--- config.mk ---
export PLATFORM = sky130hd
export DESIGN_NAME = bounded_sorted_list
export DESIGN_NICKNAME = d
export VERILOG_FILES = /design/src/rtl/core/bsl_pkg.sv /design/src/rtl/core/bsl_cmp.sv /design/src/rtl/core/bsl_ram.sv /design/src/rtl/core/bounded_sorted_list.sv
export SDC_FILE = /design/constraint.sdc
export NUM_CORES = 1
export LEC_CHECK = 0
export BUFFER_PORTS_ARGS = -buffer_cell sky130_fd_sc_hd__buf_2
export CAP_MARGIN = 15
export CORE_UTILIZATION = 35
export CTS_CLUSTER_SIZE = 16
export DETAILED_ROUTE_END_ITERATION = 10
export PLACE_DENSITY = 0.58
export SLEW_MARGIN = 20
export SYNTH_ARGS = -nofsm -noshare
export SYNTH_HDL_FRONTEND = slang
export SYNTH_SLANG_ARGS = --single-unit
--- constraint.sdc ---
create_clock -name clk_i -period 4.95 [get_ports clk_i]
set_clock_uncertainty 0.05 [all_clocks]
set_input_delay 0.99 -clock clk_i [delete_from_list [all_inputs] [get_ports clk_i]]
set_output_delay 0.99 -clock clk_i [all_outputs]
set_load 0.05 [all_outputs]
--- src/rtl/core/bsl_pkg.sv ---
package bsl_pkg;

  // Command codes carried by an input transaction
  localparam int unsigned CMD_W = 3;

  typedef enum logic [CMD_W-1:0] {
    CMD_APPEND = 3'd0,
    CMD_INSERT = 3'd1,
    CMD_SEARCH = 3'd2,
    CMD_POP    = 3'd3,
    CMD_CLEAR  = 3'd4
  } cmd_e;

  // Sequencer states, one-hot
  typedef enum logic [5:0] {
    ST_IDLE  = 6'b000001,
    ST_SCAN  = 6'b000010,
    ST_SHIFT = 6'b000100,
    ST_PUT   = 6'b001000,
    ST_POP   = 6'b010000,
    ST_RESP  = 6'b100000
  } state_e;

  // Result of the shared comparator
  typedef struct packed {
    logic eq;
    logic lt;
  } cmp_res_t;

endpackage

--- src/rtl/core/bsl_cmp.sv ---
module bsl_cmp import bsl_pkg::*; #(
  parameter int unsigned WIDTH = 32
) (
  input  logic signed [WIDTH-1:0] a_i,
  input  logic signed [WIDTH-1:0] b_i,
  output cmp_res_t                res_o
);

  // Signed magnitude compare and equality, shared by search and insert
  assign res_o.eq = (a_i == b_i);
  assign res_o.lt = (a_i < b_i);

endmodule

--- src/rtl/core/bsl_ram.sv ---
module bsl_ram #(
  parameter int unsigned DEPTH = 16,
  parameter int unsigned WIDTH = 32
) (
  input  logic                     clk_i,
  input  logic                     we_i,
  input  logic [$clog2(DEPTH)-1:0] waddr_i,
  input  logic [WIDTH-1:0]         wdata_i,
  input  logic                     re_i,
  input  logic [$clog2(DEPTH)-1:0] raddr_i,
  output logic [WIDTH-1:0]         rdata_o
);

  logic [WIDTH-1:0] mem_q [DEPTH];
  logic [WIDTH-1:0] rdata_q;

  // One write port
  always_ff @(posedge clk_i) begin
    if (we_i) begin
      mem_q[waddr_i] <= wdata_i;
    end
  end

  // One registered read port
  always_ff @(posedge clk_i) begin
    if (re_i) begin
      rdata_q <= mem_q[raddr_i];
    end
  end

  assign rdata_o = rdata_q;

endmodule

--- src/rtl/core/bounded_sorted_list.sv ---
// Channel | Direction | Handshake                | Payload
// input   | in        | in_valid_i / in_stall_o  | command_i, value_i
// output  | out       | out_valid_o / out_stall_i| result_value_o, found_o, was_empty_o,
//         |           |                          | dropped_full_o, entry_count_o
//
// One transaction at a time; the list sits in a ring buffer in a RAM with one write
// port and one registered read port. Append, clear and unknown commands go straight
// to the response; remove head reads the head entry first. Search and insert walk the
// RAM read port one entry per cycle through the scan and, for insert, the shift.
// Reset empties the list; RAM contents are not cleared.
// A stalled output holds its result; the block can take the next input meanwhile,
// and waits before its own result only while the previous one is still held.
module bounded_sorted_list import bsl_pkg::*; #(
  parameter int unsigned CAPACITY   = 16,
  parameter int unsigned DATA_WIDTH = 32
) (
  input  logic                             clk_i,
  input  logic                             rst_ni,
  input  logic                             in_valid_i,
  output logic                             in_stall_o,
  input  logic [CMD_W-1:0]                 command_i,
  input  logic signed [DATA_WIDTH-1:0]     value_i,
  output logic                             out_valid_o,
  input  logic                             out_stall_i,
  output logic signed [DATA_WIDTH-1:0]     result_value_o,
  output logic                             found_o,
  output logic                             was_empty_o,
  output logic                             dropped_full_o,
  output logic [$clog2(CAPACITY+1)-1:0]    entry_count_o
);

  localparam int unsigned AW = $clog2(CAPACITY);
  localparam int unsigned CW = $clog2(CAPACITY + 1);
  localparam logic [AW:0]   CapWide = (AW+1)'(CAPACITY);
  localparam logic [AW-1:0] LastPos = AW'(CAPACITY - 1);
  localparam logic [CW-1:0] CapCnt  = CW'(CAPACITY);

  state_e state_q, state_d;
  logic [CW-1:0] count_q, count_d;
  logic [AW-1:0] head_q, head_d;
  logic [CW-1:0] scan_i_q, scan_i_d;
  logic [CW-1:0] sh_j_q, sh_j_d;
  logic [CW-1:0] pos_q, pos_d;
  logic          pend_q, pend_d;
  logic          out_valid_q, out_valid_d;

  cmd_e                  cmd_q, cmd_d;
  logic [DATA_WIDTH-1:0] val_q, val_d;
  logic [AW-1:0]         rd_phys_q, rd_phys_d;
  logic [DATA_WIDTH-1:0] pnd_value_q, pnd_value_d;
  logic                  pnd_found_q, pnd_found_d;
  logic                  pnd_empty_q, pnd_empty_d;
  logic                  pnd_drop_q, pnd_drop_d;

  logic [DATA_WIDTH-1:0] out_value_q;
  logic                  out_found_q, out_empty_q, out_drop_q;
  logic [CW-1:0]         out_count_q;
  logic                  out_load;

  logic                  mem_we, mem_re;
  logic [AW-1:0]         mem_waddr, mem_raddr;
  logic [DATA_WIDTH-1:0] mem_wdata, mem_rdata;

  logic [CW-1:0] idx;
  logic [AW:0]   phys_sum;
  logic [AW-1:0] phys;
  logic [AW-1:0] rd_phys_inc, head_inc;
  logic          full, hit;
  cmp_res_t      cmp;

  // Logical position to ring address: one add and one conditional subtract
  assign phys_sum = {1'b0, head_q} + {1'b0, idx[AW-1:0]};
  assign phys     = (phys_sum >= CapWide) ? AW'(phys_sum - CapWide) : phys_sum[AW-1:0];

  assign rd_phys_inc = (rd_phys_q == LastPos) ? '0 : rd_phys_q + AW'(1);
  assign head_inc    = (head_q == LastPos) ? '0 : head_q + AW'(1);
  assign full        = (count_q == CapCnt);

  bsl_ram #(
    .DEPTH (CAPACITY),
    .WIDTH (DATA_WIDTH)
  ) u_ram (
    .clk_i   (clk_i),
    .we_i    (mem_we),
    .waddr_i (mem_waddr),
    .wdata_i (mem_wdata),
    .re_i    (mem_re),
    .raddr_i (mem_raddr),
    .rdata_o (mem_rdata)
  );

  bsl_cmp #(
    .WIDTH (DATA_WIDTH)
  ) u_cmp (
    .a_i   (mem_rdata),
    .b_i   (val_q),
    .res_o (cmp)
  );

  // Scan stops on an equal entry (search) or the first entry not below the value (insert)
  assign hit = pend_q && ((cmd_q == CMD_SEARCH) ? cmp.eq : !cmp.lt);

  // Sequencer
  always_comb begin
    state_d     = state_q;
    count_d     = count_q;
    head_d      = head_q;
    scan_i_d    = scan_i_q;
    sh_j_d      = sh_j_q;
    pos_d       = pos_q;
    pend_d      = pend_q;
    cmd_d       = cmd_q;
    val_d       = val_q;
    rd_phys_d   = rd_phys_q;
    pnd_value_d = pnd_value_q;
    pnd_found_d = pnd_found_q;
    pnd_empty_d = pnd_empty_q;
    pnd_drop_d  = pnd_drop_q;
    out_load    = 1'b0;
    mem_we      = 1'b0;
    mem_re      = 1'b0;
    idx         = count_q;
    mem_raddr   = phys;
    mem_waddr   = phys;
    mem_wdata   = val_q;

    unique case (state_q)
      ST_IDLE: begin
        mem_raddr = head_q;
        mem_wdata = value_i;
        if (in_valid_i) begin
          cmd_d       = cmd_e'(command_i);
          val_d       = value_i;
          pnd_value_d = '0;
          pnd_found_d = 1'b0;
          pnd_empty_d = 1'b0;
          pnd_drop_d  = 1'b0;
          scan_i_d    = '0;
          pend_d      = 1'b0;
          state_d     = ST_RESP;
          unique case (cmd_e'(command_i))
            CMD_APPEND: begin
              if (full) begin
                pnd_drop_d = 1'b1;
              end else begin
                mem_we  = 1'b1;
                count_d = count_q + CW'(1);
              end
            end
            CMD_INSERT: begin
              if (full) begin
                pnd_drop_d = 1'b1;
              end else begin
                state_d = ST_SCAN;
              end
            end
            CMD_SEARCH: begin
              state_d = ST_SCAN;
            end
            CMD_POP: begin
              if (count_q == '0) begin
                pnd_empty_d = 1'b1;
                pnd_value_d = '1;
              end else begin
                mem_re    = 1'b1;
                rd_phys_d = head_q;
                state_d   = ST_POP;
              end
            end
            CMD_CLEAR: begin
              count_d = '0;
              head_d  = '0;
            end
            default: begin
              state_d = ST_RESP;
            end
          endcase
        end
      end

      ST_SCAN: begin
        idx = scan_i_q;
        if (hit || (scan_i_q == count_q)) begin
          pend_d = 1'b0;
          pos_d  = hit ? scan_i_q - CW'(1) : count_q;
          sh_j_d = count_q;
          if (cmd_q == CMD_SEARCH) begin
            pnd_found_d = hit;
            state_d     = ST_RESP;
          end else begin
            state_d = ST_SHIFT;
          end
        end else begin
          mem_re    = 1'b1;
          rd_phys_d = phys;
          scan_i_d  = scan_i_q + CW'(1);
          pend_d    = 1'b1;
        end
      end

      // Move the tail up one place, highest entry first
      ST_SHIFT: begin
        idx       = sh_j_q - CW'(1);
        mem_waddr = rd_phys_inc;
        mem_wdata = mem_rdata;
        mem_we    = pend_q;
        if (sh_j_q > pos_q) begin
          mem_re    = 1'b1;
          rd_phys_d = phys;
          sh_j_d    = sh_j_q - CW'(1);
          pend_d    = 1'b1;
        end else begin
          pend_d = 1'b0;
          if (!pend_q) begin
            state_d = ST_PUT;
          end
        end
      end

      ST_PUT: begin
        idx     = pos_q;
        mem_we  = 1'b1;
        count_d = count_q + CW'(1);
        state_d = ST_RESP;
      end

      ST_POP: begin
        pnd_value_d = mem_rdata;
        head_d      = head_inc;
        count_d     = count_q - CW'(1);
        state_d     = ST_RESP;
      end

      ST_RESP: begin
        if (!out_valid_q || !out_stall_i) begin
          out_load = 1'b1;
          state_d  = ST_IDLE;
        end
      end

      default: begin
        state_d = ST_IDLE;
      end
    endcase
  end

  // Output valid: set on load, cleared when the transaction is taken
  always_comb begin
    out_valid_d = out_valid_q;
    if (out_load) begin
      out_valid_d = 1'b1;
    end else if (out_valid_q && !out_stall_i) begin
      out_valid_d = 1'b0;
    end
  end

  // Control state
  always_ff @(posedge clk_i or negedge rst_ni) begin
    if (!rst_ni) begin
      state_q     <= ST_IDLE;
      count_q     <= '0;
      head_q      <= '0;
      scan_i_q    <= '0;
      sh_j_q      <= '0;
      pos_q       <= '0;
      pend_q      <= 1'b0;
      out_valid_q <= 1'b0;
    end else begin
      state_q     <= state_d;
      count_q     <= count_d;
      head_q      <= head_d;
      scan_i_q    <= scan_i_d;
      sh_j_q      <= sh_j_d;
      pos_q       <= pos_d;
      pend_q      <= pend_d;
      out_valid_q <= out_valid_d;
    end
  end

  // Payload
  always_ff @(posedge clk_i) begin
    cmd_q       <= cmd_d;
    val_q       <= val_d;
    rd_phys_q   <= rd_phys_d;
    pnd_value_q <= pnd_value_d;
    pnd_found_q <= pnd_found_d;
    pnd_empty_q <= pnd_empty_d;
    pnd_drop_q  <= pnd_drop_d;
    if (out_load) begin
      out_value_q <= pnd_value_q;
      out_found_q <= pnd_found_q;
      out_empty_q <= pnd_empty_q;
      out_drop_q  <= pnd_drop_q;
      out_count_q <= count_q;
    end
  end

  assign in_stall_o     = (state_q != ST_IDLE);
  assign out_valid_o    = out_valid_q;
  assign result_value_o = out_value_q;
  assign found_o        = out_found_q;
  assign was_empty_o    = out_empty_q;
  assign dropped_full_o = out_drop_q;
  assign entry_count_o  = out_count_q;

endmodule
Word-level counts from Yosys, hierarchy flattened. Memories as Yosys holds them, arrays and structs flattened. A register that Yosys moved wholly into a read port is not among the register bits. Cells that the tools add are included.

Add/subtract/negate cells: 9. Equal/unequal tests: 30. Reductions and logical operators: 28. Muxes and demuxes: 65. $lt $le $gt $ge: 3.

Operator list (number): case mux 32 bit (2 select lines) (2); two-way mux 32 bit (3); two-way mux 4 bit (12); two-way mux 6 bit (8); two-way mux 5 bit (7); equality test 32 bit (1); < comparator 32 bit (1); case mux 5 bit (2 select lines) (3); case mux 6 bit (5 select lines) (1); case mux 4 bit (3 select lines) (2); two-way mux 1 bit (20); != test 2 bit, second input constant (9); case mux 6 bit (3 select lines) (1); case mux 5 bit (3 select lines) (1); subtractor 5 x 1 -> 5 bit, second input constant (3); adder 5 x 1 -> 5 bit, second input constant (2); equality test 3 x 2 -> 1 bit, second input constant (3); case mux 1 bit (3 select lines) (3); AND reduction 3 bit (3); adder 4 x 1 -> 4 bit, second input constant (2); equality test 4 bit, second input constant (2); case mux 4 bit (2 select lines) (1); AND reduction 2 bit (4); AND reduction 4 bit (2); other kinds (29) (39).

Input bits: 39. Memory bits (writable): 512. Memories: 1. Logic and storage cells: 156. Register bits after elaboration: 146.

Memories: u_ram.mem_q (depth 16, width 32, rd ports 1, clocked after memory_dff 1, write ports 1, RTL line bsl_ram.sv:14) `logic [WIDTH-1:0] mem_q [DEPTH];`.

Depth between registers and ports, before layout. Gate-level depths: netlist of run 1.

Depth after elaboration: 7. Mapped depth: 20. Mapped depth without buffers: 16.

By module. Synthesis of run 1 repeated with hierarchy kept, for this count alone.

Cell total of the unflattened synthesis: 1550. Area total of the unflattened synthesis: 27817.9 sq um.

Modules (own cells, without submodules): bsl_ram (cells each 838, area each 20174.3 sq um, sequential area each 16335.7 sq um, times used 1); bounded_sorted_list (cells each 599, area each 6822.8 sq um, sequential area each 4225.3 sq um, times used 1); bsl_cmp (cells each 113, area each 820.8 sq um, sequential area each 0.0 sq um, times used 1).

Least setup slack after synthesis of run 1. OpenSTA, ideal clock, no wires.

Kind: register to register. Start point: register state_q[5]. End point: memory u_ram.mem_q[7][0] (enable). Path slack: -0.222 ns. Setup time: 0.421 ns. Arrival: 4.701 ns. Data required time: 4.479 ns. Stages on the path, launching flop included: 15. Path buffers: 1. Cells stage by stage: dfrtp_1 -> or4_4 -> nor3b_1 -> clkbuf_1 -> a22oi_1 -> nand2_1 -> o21ai_0 -> a21oi_1 -> ha_1 -> inv_1 -> fa_1 -> nand2_1 -> o21ai_0 -> or3_1 -> nor2_1.

Longest elaborated chain between the ends: 6. Elaborated cells between the ends (all ways): 13.

RTL lines: start: declaration (RTL line bounded_sorted_list.sv:38) `state_e state_q, state_d;`; start signal: assignment (RTL line bounded_sorted_list.sv:269) `state_q <= state_d;`; equality test 6 x 4 -> 1 bit, or another cell as far along (RTL line bounded_sorted_list.sv:127) `unique case (state_q)`; case mux 4 bit (3 select lines) (RTL line bounded_sorted_list.sv:127); adder 4 x 4 -> 5 bit (RTL line bounded_sorted_list.sv:72) `assign phys_sum = {1'b0, head_q} + {1'b0, idx[AW-1:0]};`; subtractor 4 x 1 -> 4 bit / >= comparator 5 bit (equally long branches) (RTL line bounded_sorted_list.sv:73) `assign phys = (phys_sum >= CapWide) ? AW'(phys_sum - CapWide) : phys_sum[AW-1:0];`; two-way mux 4 bit (RTL line bounded_sorted_list.sv:73); two-way mux 4 bit (RTL line bounded_sorted_list.sv:127); end: declaration (RTL line bsl_ram.sv:14).

Several ways; a longest one is shown, not always the timed one.

Worst setup path after layout of run 1.
Start point: register state_q[5]. End point: register u_ram.rdata_q[30] (netlist: u_ram.rdata_o[30]) (read register of u_ram.mem_q) (data pin).

Longest elaborated chain between the ends: 6. Elaborated cells between the ends (all ways): 11.

RTL lines: equality test 6 x 4 -> 1 bit, or another cell as far along (RTL line bounded_sorted_list.sv:127); case mux 4 bit (3 select lines) (RTL line bounded_sorted_list.sv:127); adder 4 x 4 -> 5 bit (RTL line bounded_sorted_list.sv:72); subtractor 4 x 1 -> 4 bit / >= comparator 5 bit (equally long branches) (RTL line bounded_sorted_list.sv:73); two-way mux 4 bit (RTL line bounded_sorted_list.sv:73); two-way mux 4 bit (RTL line bounded_sorted_list.sv:127); end: declaration (RTL line bsl_ram.sv:15) `logic [WIDTH-1:0] rdata_q;`.

Several ways; a longest one is shown, not always the timed one. A chain may end at the register's enable or synchronous reset.

==> impl_metrics.yaml, run 1 <==
synthesis:
  syn_avg_cell_area_sq_um: 13.7
  synth_area_leader_cell: "edfxtp_1"
  ys_types: 62
  ys_async_sr_fraction: 0.0464
  synth_common_cells: "658 x edfxtp_1, 361 x nand2_1, 168 x a211oi_1, 101 x a21oi_1, 93 x clkbuf_1"
  synthAdderAreaFrac: 0.0211
  synthXorXnorAreaFrac: 0.00457
  synth_fp_nets: 2190
  synthFlopType: "edfxtp_1"
  syn_area_sq_mm: 0.0288
  ys_warn_count: 0
  synth_top_area_frac: 0.687
  syn_inst: 2103
  ys_seq_area_frac: 0.715
  muxShareOfSynthArea: 0.00335
  yosys.cell_count.top_type: "edfxtp_1"
  synth-edff-count: 658
  ys_ff_latch: 690
  synth_top_family_by_area: "compound AO/OA/AOI/OAI gates"
  synth_compound_area_frac: 0.132
  synth_area_leaders: "edfxtp_1 69%, nand2_1 4.7%, a211oi_1 4.4%"
  synthSimpleGateAreaFrac: 0.0969
sta:
  rsz0062_at_grt: "no"
  drv_slew: 0
  tightestPinTransition_ns: 0.877
  hold_violations: 0
  post-route-period-util: 0.930
  fmax_mhz: 217
  relSlewSlack: 0.415
  setup_viol: 0
  finalCriticalPeriod_ns: 4.60
  fin_hold_ws_ns: 0.367
critical_path:
  startpoint_type: "flop"
  worstSetupPathType: "reg -> reg"
  crit_path_max_fanout: 41
  cp_data_arrival_time_ns: 4.92
  cp-end-kind: "flop"
  critPathRequiredTime_ns: 5.27
drt:
  drt_iter0_drc: 1449
  drt.antenna.violating_nets: 0
  drt_wl_total_mm: 70.9
  vias_per_cell: 5.44
  wl_per_cell_um: 21.4
  post-route-drc-count: 0
  vias: 18000
  dr.pass1.iters: 5
die:
  rows: 104
  initial_core_util: 0.355
  boundaryPins: 81
  die-area_sq_mm: 0.0833
  die_h_um: 289
  fp.dieW_um: 289
  core_area_sq_mm: 0.0809
clock_network:
  clkLatencyLatePin_ns: 0.61
  clk_path_buf_depth: 3
  cts_tree: "done"
  cts_buffers: 70
  htree_levels: 3
  cts.sinks: 690
  post_cts_resized: 0
  clock_tree.root_cell: "clkbuf_16"
  path_clk_slew_ns: 0.06
  cts_setup_buffers: 0
  ctsHoldBuffers: 0
cells_and_area:
  nets: 2285
  area_delta_synth_final_pct: 15.7
  final_cell_area_sq_mm: 0.0333
  fillers: 7378
  utilization: 0.411
  drive_above_1_share: 0.137
grt:
  grt_pass1_wl_mm: 107
  antenna_found_initial: 0
  grt_usage: 0.169
  grt_pass1_vias: 17300
  overflow: 0
  grt_max_degree: 105
power_and_ir_drop:
  power.share.sequential: 0.362
  pwr-share-comb: 0.407
  power_report.internal_total_mw: 13.7
  p_sw_mw: 8.71
  p_leak_nw: 11.6
  ir_drop_uv: 404
  p_per_area_mw_per_mm2: 674
  p_clk_frac: 0.231
  switching_share: 0.388
place:
  place_area_sq_mm: 0.0310
  place_hpwl_mm: 43.7
  gp_congestion: 0.914
  port_buffers: 80
hold_path:
  hold_path.class: "reg -> reg"
status:
  outcome: "finished clean"
job:
  drv_cap: 0
## per-layer routing
layer / part of all wire / GRT usage / routed length [um]
met1: 0.45 / 0.233 / 31900
met2: 0.48 / 0.279 / 34200
met3: 0.050 / 0.0239 / 3560
met4: 0.018 / 0.0457 / 1250
met5: 0 / 0 / 0
## worst max-delay path: stages, from the launching register on
cell and delay, ns:
dfrtp_1 0.43, nor4_1 0.57, and3b_2 0.34, a22oi_1 0.10, nand2_1 0.08, o21ai_0 0.08, a21oi_1 0.17, ha_1 0.19
inv_1 0.07, fa_1 0.39, xnor2_1 0.27, mux2_8 0.43, buf_12 0.24, and2_1 0.15, a211oi_1 0.04, a311oi_1 0.30
a21oi_1 0.07, a21oi_1 0.38
## sequential cells by signal, summed over array words and instances, names as in the netlist
register        flops
u_ram.mem_q       512
pnd_value_q        32
result_value_o     32
u_ram.rdata_o      32
val_q              32
state_q             6
count_q             5
entry_count_o       5
pos_q               5
scan_i_q            5
sh_j_q              5
head_q              4
rd_phys_q           4
cmd_q               3
dropped_full_o      1
found_o             1
out_valid_o         1
pend_q              1
pnd_drop_q          1
pnd_empty_q         1
pnd_found_q         1
was_empty_o         1
## final cells by class
type,instances,area [sq um],share of cell area
antenna,1,2.50,0.0000752
clock buffer,86,1930,0.0579
clock inverter,40,328,0.00985
inverter,54,203,0.00609
multi-input combinational,1219,7600,0.228
sequential,690,20600,0.618
tap,1060,1330,0.0398
timing repair buffer,163,1340,0.0401
## through the flow
step           setup slack, ns  setup TNS, ns  total power [mW]  instances
6_report                 0.348              0              22.4       3313
5_1_grt                 0.0178              0              23.7       3312
4_1_cts                  0.390              0              22.6       3312
3_5_place_dp             0.391              0              17.3       3186
3_3_place_gp             0.419              0              17.1       3186
2_1_floorplan           -0.222         -34.69              14.3       2103
## cells in the final DEF, fill, tap and decap left out, types with 11 or more instances in the layout
cell type / n
a21o_1: 44
buf_4: 58
nor2_4: 16
a31oi_1: 70
a311oi_1: 66
dfrtp_1: 31
nor2_1: 25
nand2_1: 361
ha_1: 47
nor3_1: 12
nand3_1: 11
and2_0: 80
buf_12: 25
and2_1: 51
a22oi_1: 38
clkinv_2: 21
nand4_1: 12
a211oi_1: 168
edfxtp_1: 658
o21ai_0: 20
clkbuf_16: 75
buf_2: 80
inv_1: 52
a21oi_1: 99
## cell families after synthesis
group / after synthesis
flops: 690
buf+inv: 194
fa+ha+maj: 48
simple gates: 605
mux: 9
xor+xnor: 15
compound gates: 542
## power groups by stage
stage	Clock, mW	Combinational, mW	Sequential [mW]
2_1_floorplan	0	6.04	8.23
3_3_place_gp	0	8.94	8.21
3_5_place_dp	0	9.11	8.23
4_1_cts	5.30	9.14	8.11
5_1_grt	5.50	10.0	8.16
6_report	5.19	9.13	8.11
## worst paths after layout
path / from / end / slack, ns / cells after the start
setup / recovery: state_q[5]$_DFFE_PN0P_ / u_ram.rdata_o[30]$_DFFE_PP_ / 0.35 / 17
hold / removal: pnd_value_q[15]$_DFFE_PP_ / result_value_o[15]$_DFFE_PP_ / 0.37 / 0
setup reg to reg: state_q[5]$_DFFE_PN0P_ / u_ram.rdata_o[30]$_DFFE_PP_ / 0.35 / 17
hold reg to reg: pnd_value_q[15]$_DFFE_PP_ / result_value_o[15]$_DFFE_PP_ / 0.37 / 0
max in group asynchronous: rst_ni / count_q[2]$_DFFE_PN0P_ / 3.91 / 1
min in group asynchronous: rst_ni / state_q[2]$_DFFE_PN0P_ / 0.43 / 1
Note: power is estimated with default switching activity, not from simulation.
==> run 2, diff against run 1 <==
ABC_AREA = 1   (was default)
BUFFER_PORTS_ARGS = default   (was -buffer_cell sky130_fd_sc_hd__buf_2)
DONT_BUFFER_PORTS = 1   (was default)
PLACE_DENSITY = 0.57   (was 0.58)
SKIP_LAST_GASP = 1   (was default)
==> impl_metrics.yaml, run 2 <==
critical_path:
  crit_path_max_fanout: 43
  cp_data_arrival_time_ns: 4.92
  r2r_start: "state_q[5]$_DFFE_PN0P_"
  worstSetupPathType: "reg -> reg"
  startpoint_type: "flop"
  cp_slowest_cell: "fa_1"
  cp-end-kind: "flop"
  startpoint: "state_q[5]$_DFFE_PN0P_"
  regToRegSetupSlack_ns: 0.45
  cp_top_family: "simple AND/OR/NAND/NOR gates"
  crit_chain: "nor2_4 -> nand4_2 -> nand2_4 -> inv_4 -> nand2_4 -> nor2_1 -> a41oi_1 -> ha_1 -> inv_1 -> fa_1 -> inv_1 -> nand2_1 -> o21ai_4 -> inv_2 -> buf_4 -> o21ai_0 -> o22ai_1 -> inv_1 -> o21ai_1 -> nand2_1 -> nand2_1"
  max_stage_delay_ns: 0.50
  crit_buf_inv: 6
  critPathRequiredTime_ns: 5.37
synthesis:
  syn_avg_cell_area_sq_um: 12.4
  synthFlopType: "edfxtp_1"
  ys_ff_latch: 690
  syn_inst: 2326
  synth-edff-count: 658
  ys_async_sr_fraction: 0.0464
  synth_area_leaders: "edfxtp_1 69%, o21ai_0 5.4%, nor2_1 4.1%"
  synth_top_area_frac: 0.687
  ys_types: 53
  synth_common_cells: "658 x edfxtp_1, 318 x nor2_1, 308 x o21ai_0, 286 x nand2_1, 163 x inv_1"
  synth_fp_nets: 2413
  ys_seq_area_frac: 0.715
  synth_area_leader_cell: "edfxtp_1"
  syn_area_sq_mm: 0.0288
  yosys.cell_count.top_type: "edfxtp_1"
  ys_warn_count: 0
sta:
  final.setup.tns_ns: 0
  hold_violations: 0
  fmax_mhz: 222
  drv_slew: 0
  setup_viol: 0
  rsz0062_at_grt: "no"
  post-route-period-util: 0.909
  tightestPinTransition_ns: 0.872
  relSlewSlack: 0.417
  finalCriticalPeriod_ns: 4.50
die:
  boundaryPins: 81
  core_area_sq_mm: 0.0809
  initial_core_util: 0.355
  die-area_sq_mm: 0.0834
  fp.dieW_um: 289
  die_h_um: 289
  rows: 104
cells_and_area:
  area_delta_synth_final_pct: 13.7
  final_cell_area_sq_mm: 0.0327
  nets: 2443
  final_cell_mix: "658 x edfxtp_1, 308 x o21ai_0, 302 x nor2_1"
  final_common_cell: "edfxtp_1"
  max_flop_register: "u_ram.mem_q"
  utilization: 0.404
  largest_reg_flops: 512
  drive_above_1_share: 0.0935
  stdcell_count: 3469
  fillers: 7509
grt:
  antenna_found_initial: 1
  overflow: 0
  grt_pass1_vias: 18100
  grt_usage: 0.180
  grt_max_degree: 141
  grt_pass1_wl_mm: 113
hold_path:
  hold_path.class: "in -> async"
drt:
  vias_per_cell: 5.40
  drt_wl_total_mm: 75.5
  dr.pass1.iters: 7
  post-route-drc-count: 0
  wl_per_cell_um: 21.8
  vias: 18700
  drt_iter0_drc: 2042
  drt.antenna.violating_nets: 0
place:
  place_area_sq_mm: 0.0306
  place_hpwl_mm: 45.7
  dp_cells: 3343
  port_buffers: 0
  gp_congestion: 0.835
clock_network:
  clock_tree.root_cell: "clkbuf_16"
  clk_path_buf_depth: 3
  cts_tree: "done"
  post_cts_resized: 0
  clkLatencyLatePin_ns: 0.62
  cts_buffers: 70
  path_clk_slew_ns: 0.06
  cts.sinks: 690
  htree_levels: 3
status:
  outcome: "finished clean"
job:
  drv_cap: 0
==> run 2: worst register-to-register path: cells and delay by family (launching register included) <==
family / cells / cell delay [ns]
AND/OR/NAND/NOR: 8 / 1.35
AO/OA/AOI/OAI: 5 / 0.95
buffers and inverters: 6 / 0.86
adder cells (fa/ha/maj): 2 / 0.70
flip-flops: 1 / 0.44
==> run 2: through the flow <==
step | hold slack, ns | setup slack (ns)
6_report | 0.0452 | 0.450
4_1_cts | 0.00973 | 0.467
5_1_grt | 0.0137 | 0.152
3_3_place_gp | 0.351 | 0.493
3_5_place_dp | 0.355 | 0.477
2_1_floorplan | 0.350 | 0.437
==> run 2: per-layer routing <==
| layer | wire, um | vias up | track usage |
|---|---|---|---|
| met5 | 0 | - | 0 |
| met3 | 6100 | 90 | 0.0381 |
| met2 | 34600 | 729 | 0.282 |
| li1 | - | 8507 | - |
| met1 | 33400 | 9395 | 0.254 |
| met4 | 1410 | 0 | 0.0488 |
==> run 2: kinds of logic (layout without fill, tap and decap cells) <==
logic type	count (synthesis)	count (layout)	share of synthesized area
adder cells (fa/ha/maj)	48	48	0.0211
buffers and inverters	298	379	0.0415
AO/OA/AOI/OAI	577	577	0.118
other	0	2	0
AND/OR/NAND/NOR	698	698	0.100
XOR/XNOR	15	15	0.00483
flip-flops	690	690	0.715
==> run 2: final cells by class <==
type	count	area (sq um)	share of cell area
Multi-Input combinational cell	1338	7160	0.219
Timing Repair Buffer	86	908	0.0278
Inverter	170	647	0.0198
Clock inverter	32	269	0.00822
Tap cell	1060	1330	0.0405
Clock buffer	91	1830	0.0560
Sequential cell	690	20600	0.629
Antenna cell	2	5.00	0.000153
==> run 2: final timing paths <==
kind | endpoint | cells after the start
setup / recovery | u_ram.rdata_o[31]$_DFFE_PP_ | 21
setup reg to reg | u_ram.rdata_o[31]$_DFFE_PP_ | 21
hold / removal | sh_j_q[3]$_DFFE_PN0P_ | 0
min in group clk_i | result_value_o[27]$_DFFE_PP_ | 0
max in group asynchronous | state_q[3]$_DFFE_PN0P_ | 1
hold reg to reg | result_value_o[27]$_DFFE_PP_ | 0
==> run 2: timing repair <==
item / in CTS / in global routing
hold buffers: 1 / 0
hold endpoints to repair: 26 / 0
setup buffers: 0 / 0
Power of run 2 is left out: the tool's default activity adds up to more than one toggle a clock period on the data nets, which glitch-free logic cannot reach.
